[config.mk]
export PLATFORM = sky130hd
export DESIGN_NAME = escape_key_decoder_cursor
export DESIGN_NICKNAME = d
export VERILOG_FILES = /design/src/rtl/ekdc_pkg.sv /design/src/rtl/ekdc_parser.sv /design/src/rtl/ekdc_cursor.sv /design/src/rtl/escape_key_decoder_cursor.sv
export SDC_FILE = /design/constraint.sdc
export NUM_CORES = 1
export LEC_CHECK = 0
export ABC_AREA = 1
export BUFFER_PORTS_ARGS = -buffer_cell sky130_fd_sc_hd__buf_2
export CAP_MARGIN = 30
export CORE_UTILIZATION = 60
export CTS_BUF_LIST = sky130_fd_sc_hd__clkbuf_8
export DETAILED_ROUTE_END_ITERATION = 7
export PLACE_DENSITY = 0.77
export SLEW_MARGIN = 0
export SYNTH_ARGS = -nofsm -noshare
export SYNTH_HDL_FRONTEND = slang
export SYNTH_SLANG_ARGS = --single-unit
[constraint.sdc]
create_clock -name i_clk -period 5.2 [get_ports i_clk]
set_input_delay 0.52 -clock i_clk [delete_from_list [all_inputs] [get_ports i_clk]]
set_output_delay 0.52 -clock i_clk [all_outputs]
set_load 0.005 [all_outputs]
[src/rtl/ekdc_pkg.sv]
`default_nettype none

package ekdc_pkg;

    localparam int COORD_BITS = 12;
    localparam int CFG_BITS   = 12;

    localparam logic [7:0] KEY_ESC   = 8'h1b;
    localparam logic [7:0] CTRL_MASK = 8'h1f;
    localparam logic [7:0] QUIT_BYTE = 8'h71 & CTRL_MASK;
    localparam logic [7:0] CH_TILDE  = 8'h7e;
    localparam logic [7:0] CH_LBRACK = 8'h5b;
    localparam logic [7:0] CH_A      = 8'h41;
    localparam logic [7:0] CH_B      = 8'h42;
    localparam logic [7:0] CH_C      = 8'h43;
    localparam logic [7:0] CH_D      = 8'h44;
    localparam logic [7:0] CH_H      = 8'h48;
    localparam logic [7:0] CH_F      = 8'h46;
    localparam logic [7:0] CH_0      = 8'h30;
    localparam logic [7:0] CH_1      = 8'h31;
    localparam logic [7:0] CH_3      = 8'h33;
    localparam logic [7:0] CH_4      = 8'h34;
    localparam logic [7:0] CH_5      = 8'h35;
    localparam logic [7:0] CH_6      = 8'h36;
    localparam logic [7:0] CH_7      = 8'h37;
    localparam logic [7:0] CH_8      = 8'h38;
    localparam logic [7:0] CH_9      = 8'h39;

    localparam logic [CFG_BITS-1:0] ROWS_RESET = CFG_BITS'(24);
    localparam logic [CFG_BITS-1:0] COLS_RESET = CFG_BITS'(80);

    localparam logic CFG_ROWS = 1'b0;
    localparam logic CFG_COLS = 1'b1;

    typedef enum logic [3:0] {
        SK_NONE  = 4'd0,
        SK_LEFT  = 4'd1,
        SK_RIGHT = 4'd2,
        SK_UP    = 4'd3,
        SK_DOWN  = 4'd4,
        SK_PGUP  = 4'd5,
        SK_PGDN  = 4'd6,
        SK_HOME  = 4'd7,
        SK_END   = 4'd8,
        SK_DEL   = 4'd9
    } t_skey;

    typedef enum logic [1:0] {
        PH_IDLE  = 2'd0,
        PH_ESC   = 2'd1,
        PH_SEQ   = 2'd2,
        PH_DIGIT = 2'd3
    } t_phase;

    typedef struct packed {
        logic       fire;
        logic [7:0] plain;
        t_skey      sk;
        logic       quit;
    } t_key_evt;

endpackage

`default_nettype wire

[src/rtl/ekdc_parser.sv]
`default_nettype none

module ekdc_parser
    import ekdc_pkg::*;
(
    input  wire logic       i_clk,
    input  wire logic       i_rst_n,
    input  wire logic       i_step,
    input  wire logic       i_op,
    input  wire logic [7:0] i_byte,
    output t_key_evt        o_evt
);

    t_phase     r_phase, n_phase;
    logic [7:0] r_held, n_held;
    logic       r_stopped, n_stopped;

    logic       fire;
    logic [7:0] plain;
    t_skey      sk;
    logic       quit;

    function automatic t_skey seq_letter(input logic [7:0] b);
        t_skey k;
        begin
            case (b)
                CH_A:    k = SK_UP;
                CH_B:    k = SK_DOWN;
                CH_C:    k = SK_RIGHT;
                CH_D:    k = SK_LEFT;
                CH_H:    k = SK_HOME;
                CH_F:    k = SK_END;
                default: k = SK_NONE;
            endcase
            return k;
        end
    endfunction

    function automatic t_skey seq_digit(input logic [7:0] d);
        t_skey k;
        begin
            case (d)
                CH_1, CH_7: k = SK_HOME;
                CH_3:       k = SK_DEL;
                CH_4, CH_8: k = SK_END;
                CH_5:       k = SK_PGUP;
                CH_6:       k = SK_PGDN;
                default:    k = SK_NONE;
            endcase
            return k;
        end
    endfunction

    always_ff @(posedge i_clk) begin
        if (!i_rst_n) begin
            r_phase   <= PH_IDLE;
            r_held    <= 8'h00;
            r_stopped <= 1'b0;
        end else begin
            r_phase   <= n_phase;
            r_held    <= n_held;
            r_stopped <= n_stopped;
        end
    end

    always_comb begin
        n_phase   = r_phase;
        n_held    = r_held;
        n_stopped = r_stopped;
        fire      = 1'b0;
        plain     = KEY_ESC;
        sk        = SK_NONE;
        quit      = 1'b0;
        if (i_step && !r_stopped) begin
            if (i_op) begin
                if (r_phase != PH_IDLE) begin
                    fire    = 1'b1;
                    n_phase = PH_IDLE;
                end
            end else begin
                case (r_phase)
                    PH_IDLE: begin
                        if (i_byte == KEY_ESC) begin
                            n_phase = PH_ESC;
                        end else begin
                            fire  = 1'b1;
                            plain = i_byte;
                            if (i_byte == QUIT_BYTE) begin
                                quit      = 1'b1;
                                n_stopped = 1'b1;
                            end
                        end
                    end
                    PH_ESC: begin
                        n_held  = i_byte;
                        n_phase = PH_SEQ;
                    end
                    PH_SEQ: begin
                        if (r_held == CH_LBRACK && i_byte inside {[CH_0:CH_9]}) begin
                            n_held  = i_byte;
                            n_phase = PH_DIGIT;
                        end else begin
                            n_phase = PH_IDLE;
                            fire    = 1'b1;
                            sk      = (r_held == CH_LBRACK) ? seq_letter(i_byte) : SK_NONE;
                        end
                    end
                    default: begin
                        n_phase = PH_IDLE;
                        fire    = 1'b1;
                        sk      = (i_byte == CH_TILDE) ? seq_digit(r_held) : SK_NONE;
                    end
                endcase
            end
        end
        o_evt.fire  = fire;
        o_evt.plain = (sk != SK_NONE) ? 8'h00 : plain;
        o_evt.sk    = sk;
        o_evt.quit  = quit;
    end

    a_stop_sticky: assert property (@(posedge i_clk) disable iff (!i_rst_n)
        r_stopped |=> r_stopped)
        else $error("stopped flag cleared without reset");

    a_idle_plain: assert property (@(posedge i_clk) disable iff (!i_rst_n)
        (i_step && r_phase == PH_IDLE && o_evt.fire) |-> (o_evt.sk == SK_NONE))
        else $error("special key decoded with no sequence pending");

    a_esc_advance: assert property (@(posedge i_clk) disable iff (!i_rst_n)
        (i_step && !r_stopped && !i_op && r_phase == PH_ESC) |=> (r_phase == PH_SEQ))
        else $error("byte after escape did not advance parser");

    a_stopped_silent: assert property (@(posedge i_clk) disable iff (!i_rst_n)
        r_stopped |-> !o_evt.fire)
        else $error("key produced while stopped");

endmodule

`default_nettype wire

[src/rtl/ekdc_cursor.sv]
`default_nettype none

module ekdc_cursor
    import ekdc_pkg::*;
(
    input  wire logic                  i_clk,
    input  wire logic                  i_rst_n,
    input  wire logic                  i_apply,
    input  wire t_skey                 i_sk,
    input  wire logic [CFG_BITS-1:0]   i_rows,
    input  wire logic [CFG_BITS-1:0]   i_cols,
    output logic      [COORD_BITS-1:0] o_col,
    output logic      [COORD_BITS-1:0] o_row
);

    logic [COORD_BITS-1:0] r_col, n_col;
    logic [COORD_BITS-1:0] r_row, n_row;
    logic [COORD_BITS-1:0] last_r, last_c;

    function automatic logic [COORD_BITS-1:0] last_pos(input logic [CFG_BITS-1:0] v);
        logic [COORD_BITS:0] lim;
        logic [COORD_BITS:0] s;
        begin
            lim = (COORD_BITS+1)'(1) << COORD_BITS;
            s   = (COORD_BITS+1)'(v);
            if (s == '0) begin
                s = (COORD_BITS+1)'(1);
            end
            if (s > lim) begin
                s = lim;
            end
            return COORD_BITS'(s - (COORD_BITS+1)'(1));
        end
    endfunction

    always_comb begin
        last_r = last_pos(i_rows);
        last_c = last_pos(i_cols);
        n_col  = r_col;
        n_row  = r_row;
        case (i_sk)
            SK_LEFT:  n_col = (r_col != '0) ? r_col - COORD_BITS'(1) : r_col;
            SK_RIGHT: n_col = (r_col >= last_c) ? last_c : r_col + COORD_BITS'(1);
            SK_UP:    n_row = (r_row != '0) ? r_row - COORD_BITS'(1) : r_row;
            SK_DOWN:  n_row = (r_row >= last_r) ? last_r : r_row + COORD_BITS'(1);
            SK_PGUP:  n_row = '0;
            SK_PGDN:  n_row = last_r;
            SK_HOME:  n_col = '0;
            SK_END:   n_col = last_c;
            default:  ;
        endcase
        o_col = n_col;
        o_row = n_row;
    end

    always_ff @(posedge i_clk) begin
        if (!i_rst_n) begin
            r_col <= '0;
            r_row <= '0;
        end else if (i_apply) begin
            r_col <= n_col;
            r_row <= n_row;
        end
    end

endmodule

`default_nettype wire

[src/rtl/escape_key_decoder_cursor.sv]
`default_nettype none

// Terminal key decoder with a screen cursor.
// Input channel: i_in_valid / o_in_stall carry one event per transfer, either a
// received byte (i_op = 0, i_rx_byte) or a read timeout (i_op = 1).
// Output channel: o_out_valid / i_out_stall carry one decoded key per transfer
// with the cursor position after that key. Escape prefixes and sequence bytes
// still in progress, timeouts with no escape pending, and everything after
// Ctrl-Q give no transfer.
// Configuration: i_cfg_we writes i_cfg_data into screen rows (index 0) or
// screen columns (index 1); write only while the block is idle.
// Path: an input transfer is captured in the input register and its key is
// presented from the result register, where it can itself transfer (one input
// register, one result register). Throughput: one event per cycle unless the
// receiver stalls, set by the single decode and clamp stage between the two.
// Reset (synchronous, active low) empties both registers, idles the parser,
// homes the cursor, clears the stopped state and loads a 24 by 80 screen.
// When the receiver stalls, the result holds and the input register fills, then
// o_in_stall rises until the result is taken.
module escape_key_decoder_cursor
    import ekdc_pkg::*;
(
    input  wire logic                  i_clk,
    input  wire logic                  i_rst_n,
    input  wire logic                  i_in_valid,
    output logic                       o_in_stall,
    input  wire logic                  i_op,
    input  wire logic [7:0]            i_rx_byte,
    output logic                       o_out_valid,
    input  wire logic                  i_out_stall,
    output logic      [7:0]            o_plain_byte,
    output logic      [3:0]            o_special_key,
    output logic                       o_quit,
    output logic      [COORD_BITS-1:0] o_cursor_col,
    output logic      [COORD_BITS-1:0] o_cursor_row,
    input  wire logic                  i_cfg_we,
    input  wire logic                  i_cfg_idx,
    input  wire logic [CFG_BITS-1:0]   i_cfg_data
);

    logic                  r_in_valid;
    logic                  r_op;
    logic [7:0]            r_byte;
    logic                  r_out_valid;
    logic [7:0]            r_plain;
    logic [3:0]            r_sk;
    logic                  r_quit;
    logic [COORD_BITS-1:0] r_col;
    logic [COORD_BITS-1:0] r_row;
    logic [CFG_BITS-1:0]   r_rows;
    logic [CFG_BITS-1:0]   r_cols;

    logic                  out_free;
    logic                  step;
    logic                  in_take;
    t_key_evt              evt;
    logic [COORD_BITS-1:0] n_col;
    logic [COORD_BITS-1:0] n_row;

    assign out_free   = !r_out_valid || !i_out_stall;
    assign step       = r_in_valid && out_free;
    assign o_in_stall = r_in_valid && !out_free;
    assign in_take    = i_in_valid && !o_in_stall;

    ekdc_parser u_parser (
        .i_clk   (i_clk),
        .i_rst_n (i_rst_n),
        .i_step  (step),
        .i_op    (r_op),
        .i_byte  (r_byte),
        .o_evt   (evt)
    );

    ekdc_cursor u_cursor (
        .i_clk   (i_clk),
        .i_rst_n (i_rst_n),
        .i_apply (evt.fire),
        .i_sk    (evt.sk),
        .i_rows  (r_rows),
        .i_cols  (r_cols),
        .o_col   (n_col),
        .o_row   (n_row)
    );

    always_ff @(posedge i_clk) begin
        if (!i_rst_n) begin
            r_rows <= ROWS_RESET;
            r_cols <= COLS_RESET;
        end else if (i_cfg_we) begin
            case (i_cfg_idx)
                CFG_ROWS: r_rows <= i_cfg_data;
                CFG_COLS: r_cols <= i_cfg_data;
                default:  ;
            endcase
        end
    end

    always_ff @(posedge i_clk) begin
        if (!i_rst_n) begin
            r_in_valid <= 1'b0;
        end else if (in_take) begin
            r_in_valid <= 1'b1;
        end else if (step) begin
            r_in_valid <= 1'b0;
        end
    end

    always_ff @(posedge i_clk) begin
        if (in_take) begin
            r_op   <= i_op;
            r_byte <= i_rx_byte;
        end
    end

    always_ff @(posedge i_clk) begin
        if (!i_rst_n) begin
            r_out_valid <= 1'b0;
        end else if (evt.fire) begin
            r_out_valid <= 1'b1;
        end else if (!i_out_stall) begin
            r_out_valid <= 1'b0;
        end
    end

    always_ff @(posedge i_clk) begin
        if (evt.fire) begin
            r_plain <= evt.plain;
            r_sk    <= evt.sk;
            r_quit  <= evt.quit;
            r_col   <= n_col;
            r_row   <= n_row;
        end
    end

    assign o_out_valid   = r_out_valid;
    assign o_plain_byte  = r_plain;
    assign o_special_key = r_sk;
    assign o_quit        = r_quit;
    assign o_cursor_col  = r_col;
    assign o_cursor_row  = r_row;

    a_no_overwrite: assert property (@(posedge i_clk) disable iff (!i_rst_n)
        evt.fire |-> out_free)
        else $error("result produced while output register is held");

    a_in_hold: assert property (@(posedge i_clk) disable iff (!i_rst_n)
        (r_in_valid && !out_free) |=> r_in_valid)
        else $error("input item dropped while stalled");

    a_fire_sets_valid: assert property (@(posedge i_clk) disable iff (!i_rst_n)
        evt.fire |=> r_out_valid)
        else $error("decoded key not presented");

endmodule

`default_nettype wire
==> summary.md <==
| Metric | Value |
|---|---|
| DR WL met3 | `1180 um` |
| Top cell type's share of synthesized area | `0.190` |
| Grt total ovfl | `0` |
| I/O pins | `66` |
| Antenna-violating nets left | `0` |
| Outcome | `complete, but fails checks` |
| Final Max Tran Viols | `0` |
| Crit. Startpoint | `r_cols[5]` |
| Violated checks | `DRC` |
| Most frequent cell after synthesis | `nand2_1` |
| Sequential-to-total area share from yosys stat | `0.358` |
| Cells after Synth | `1101` |
| CTS Hold Bufs | `0` |
| Worst Max-Slew Pin Slew | `1.01 ns` |
| Skew final | `0.0154 ns` |
| DR DRC count | `4` |
| Area grow syn2layout | `8.79%` |
| Core ar. | `11600 um^2` |
| Die Width | `112 um` |
| Die area | `12600 um^2` |
| Hold Path Class | `input pin to register` |
| Kind of critical path | `register to register` |
| Flops & latches, synth | `107` |
| # diodes | `0` |
| CTS H-tree lvls | `3` |
| Layout fillers | `1052` |
| Fin cells | `1305` |
| Final setup TNS | `0 ns` |
| Clock Path Buffers | `2` |
| Area leader, netlist | `edfxtp_1` |
| Vias in the first global route | `6096` |
| PortBufs | `65` |
| Postcts setup bufs | `0` |
| Global-route wire length before repair | `29200 um` |
| DR iter-0 viols | `596` |
| CTS tree | `yes` |
| Startpoint Class | `register` |
| Die height | `112 um` |
| Post-CTS Resized | `0` |
| CP required | `5.37 ns` |
| Minimum clock period after layout | `4.19 ns` |
| # setup viols final | `0` |
| Max-cap violations | `0` |
| DR WL/cell | `13.7 um` |
| LEAKAGE | `3.95 nW` |
| R2R cell count | `25` |
| Synthesized area per cell | `6.60 um^2` |
| Clk sinks | `107` |
| Layout cells sized above 1 | `0.0947` |
| Worst-path clk slew | `0.11 ns` |
| Crit Reg-Reg Endpoint | `o_cursor_col[10]` |
| Final HPWL from detailed placement | `14000 um` |
| Area of the mapped netlist | `7270 um^2` |
| Initial Util | `0.626` |
| Vias per cell | `5.33` |
| Clk_lat worst skew | `0.40 ns` |
| CTS Root Cell | `clkbuf_8` |
| Yosys cell types | `35` |
| Slew margin rel. | `0.325` |
| Crit path max fanout | `19` |
| Largest net degree at the start of global routing | `34` |
| Tcrit/Tclk final | `0.806` |
| RSZ-0062 raised after global routing | `no` |
| Post-synth top flop | `dfxtp_1` |
| Highest Signal Layer | `met4` |
| Initial antenna violation count | `0` |
| Routability congestion estimate | `0.942` |
| Reg-to-Reg Start | `r_cols[5]` |
| Post-synth EDFFs | `46` |
| Final hold viol count | `0` |
| Nets | `1214` |
| Ys Warns | `0` |
| Rows | `39` |
| Routed vias | `6955` |
| Post-Route M1 WL | `8320 um` |
| Gr usage total | `0.294` |
| Arrival time of the worst setup path | `4.36 ns` |
| FMAX | `239 MHz` |
| Synth cell count leaders | `nand2_1 (293), nor2_1 (182), inv_1 (147)` |
| Synth top area cells | `edfxtp_1 (19%), dfxtp_1 (17%), nand2_1 (15%), nor2_1 (9.4%), inv_1 (7.6%)` |
| Maximum VDD drop | `0.000240 V` |
| Drt pass-1 iters | `8` |
| TritonCTS buffer count | `9` |
| Total Wirelength | `17800 um` |
| Placed cell count | `1289` |
| Hold depth | `1` |
| Critical path endpoint category | `register` |
| CP Capture Point | `o_cursor_col[10]` |
| Synth async-reset ratio | `0` |
| Wire length on met2 | `7850 um` |
| PwrDens | `206 nW/um^2` |
| Synthesized net count | `1158` |
| R2R setup slack | `1.01 ns` |
==> power breakdown <==
group | switching (W) | leakage (nW) | internal, W | total (W)
sequential | 0.0000197 | 0.934 | 0.000898 | 0.000918
combinational | 0.000110 | 2.91 | 0.0000578 | 0.000168
clock | 0.000314 | 0.109 | 0.000232 | 0.000546
total | 0.000443 | 3.95 | 0.00119 | 0.00163
==> sequential cells by signal (all words and copies together) (netlist names) <==
signal	count
o_cursor_col	12
u_parser.r_held	8
r_in_valid	1
u_cursor.r_row	12
o_special_key	4
r_rows	12
o_plain_byte	8
r_cols	12
u_parser.r_stopped	1
u_cursor.r_col	12
r_op	1
o_out_valid	1
o_cursor_row	12
r_byte	8
o_quit	1
u_parser.r_phase	2
==> routing by layer <==
metal / global-route usage / up-vias
li1: - / 3628
met1: 0.401 / 3031
met2: 0.471 / 264
met3: 0.0367 / 32
met4: 0.128 / 0
met5: 0 / -
==> per-stage QoR <==
stage	area, um^2	util	power [W]	setup slack (ns)	hold slack [ns]
6_report	7910	0.681	0.00163	1.01	0.298
5_1_grt	7910	0.681	0.00171	0.555	0.277
4_1_cts	7910	0.681	0.00165	1.01	0.273
3_5_place_dp	7700	0.663	0.00110	1.02	0.477
3_3_place_gp	7670	0.661	0.00110	1.20	0.471
2_1_floorplan	7270	-	0.00105	1.17	0.456
==> worst max-delay path: stages (launching register included) <==
cell and delay [ns]:
dfxtp_1 0.35, nor2_1 0.21, nand2_1 0.10, nor2_1 0.11, nand2_1 0.10, nand2_1 0.13, inv_1 0.12, ha_1 0.23
nand3_1 0.15, nor2_1 0.09, nand2_1 0.07, xor2_1 0.24, ha_1 0.28, nand2_1 0.09, nor2_1 0.06, and2_1 0.13
nand2_1 0.06, nand4_1 0.55, inv_1 0.40, nand2_1 0.08, o21ai_0 0.08, nor2_1 0.07, nor2_1 0.10, nand2_1 0.05
nand2_1 0.07, inv_1 0.04
==> area by class of cell <==
cell class,count,area (um^2),share of cell area
clock buffers,9,124,0.0157
clock inverters,7,85.1,0.0108
inverters,152,571,0.0721
multi-input cells,819,3980,0.503
flip-flops and latches,107,2600,0.329
well taps,143,179,0.0226
repair buffers,68,368,0.0465
==> worst min path at each step <==
| stage | startpoint | to |
|---|---|---|
| final | i_rx_byte[7] | r_byte[7] |
| after global routing | i_op | r_op |
| after CTS | i_op | r_op |
| after detailed placement | u_parser.r_stopped | u_parser.r_stopped |
| after global placement | u_parser.r_stopped | u_parser.r_stopped |
| after floorplan | u_parser.r_stopped | u_parser.r_stopped |
==> placed cells by master (no fill, tap or decap), types with 5 or more instances in the layout <==
master    count
a21oi_1      54
buf_2        65
clkbuf_8      9
dfxtp_1      61
edfxtp_1     46
ha_1         30
inv_1       148
inv_2         5
nand2_1     293
nand2_2       5
nand3_1      78
nand4_1      19
nor2_1      182
nor2_2        7
nor3_1       14
o21ai_0      73
o22ai_1       5
xnor2_1       6
xor2_1       29
==> kinds of logic (layout without fill, tap and decap cells) <==
| kind of cell | Yosys count | after routing | share of synthesized area |
|---|---|---|---|
| XOR/XNOR | 35 | 35 | 0.0422 |
| flip-flops | 107 | 107 | 0.358 |
| AND/OR/NAND/NOR | 611 | 611 | 0.351 |
| AO/OA/AOI/OAI | 143 | 143 | 0.102 |
| buffers and inverters | 175 | 236 | 0.0952 |
| adder cells (fa/ha/maj) | 30 | 30 | 0.0516 |
Note: power is estimated with default switching activity, not from simulation.
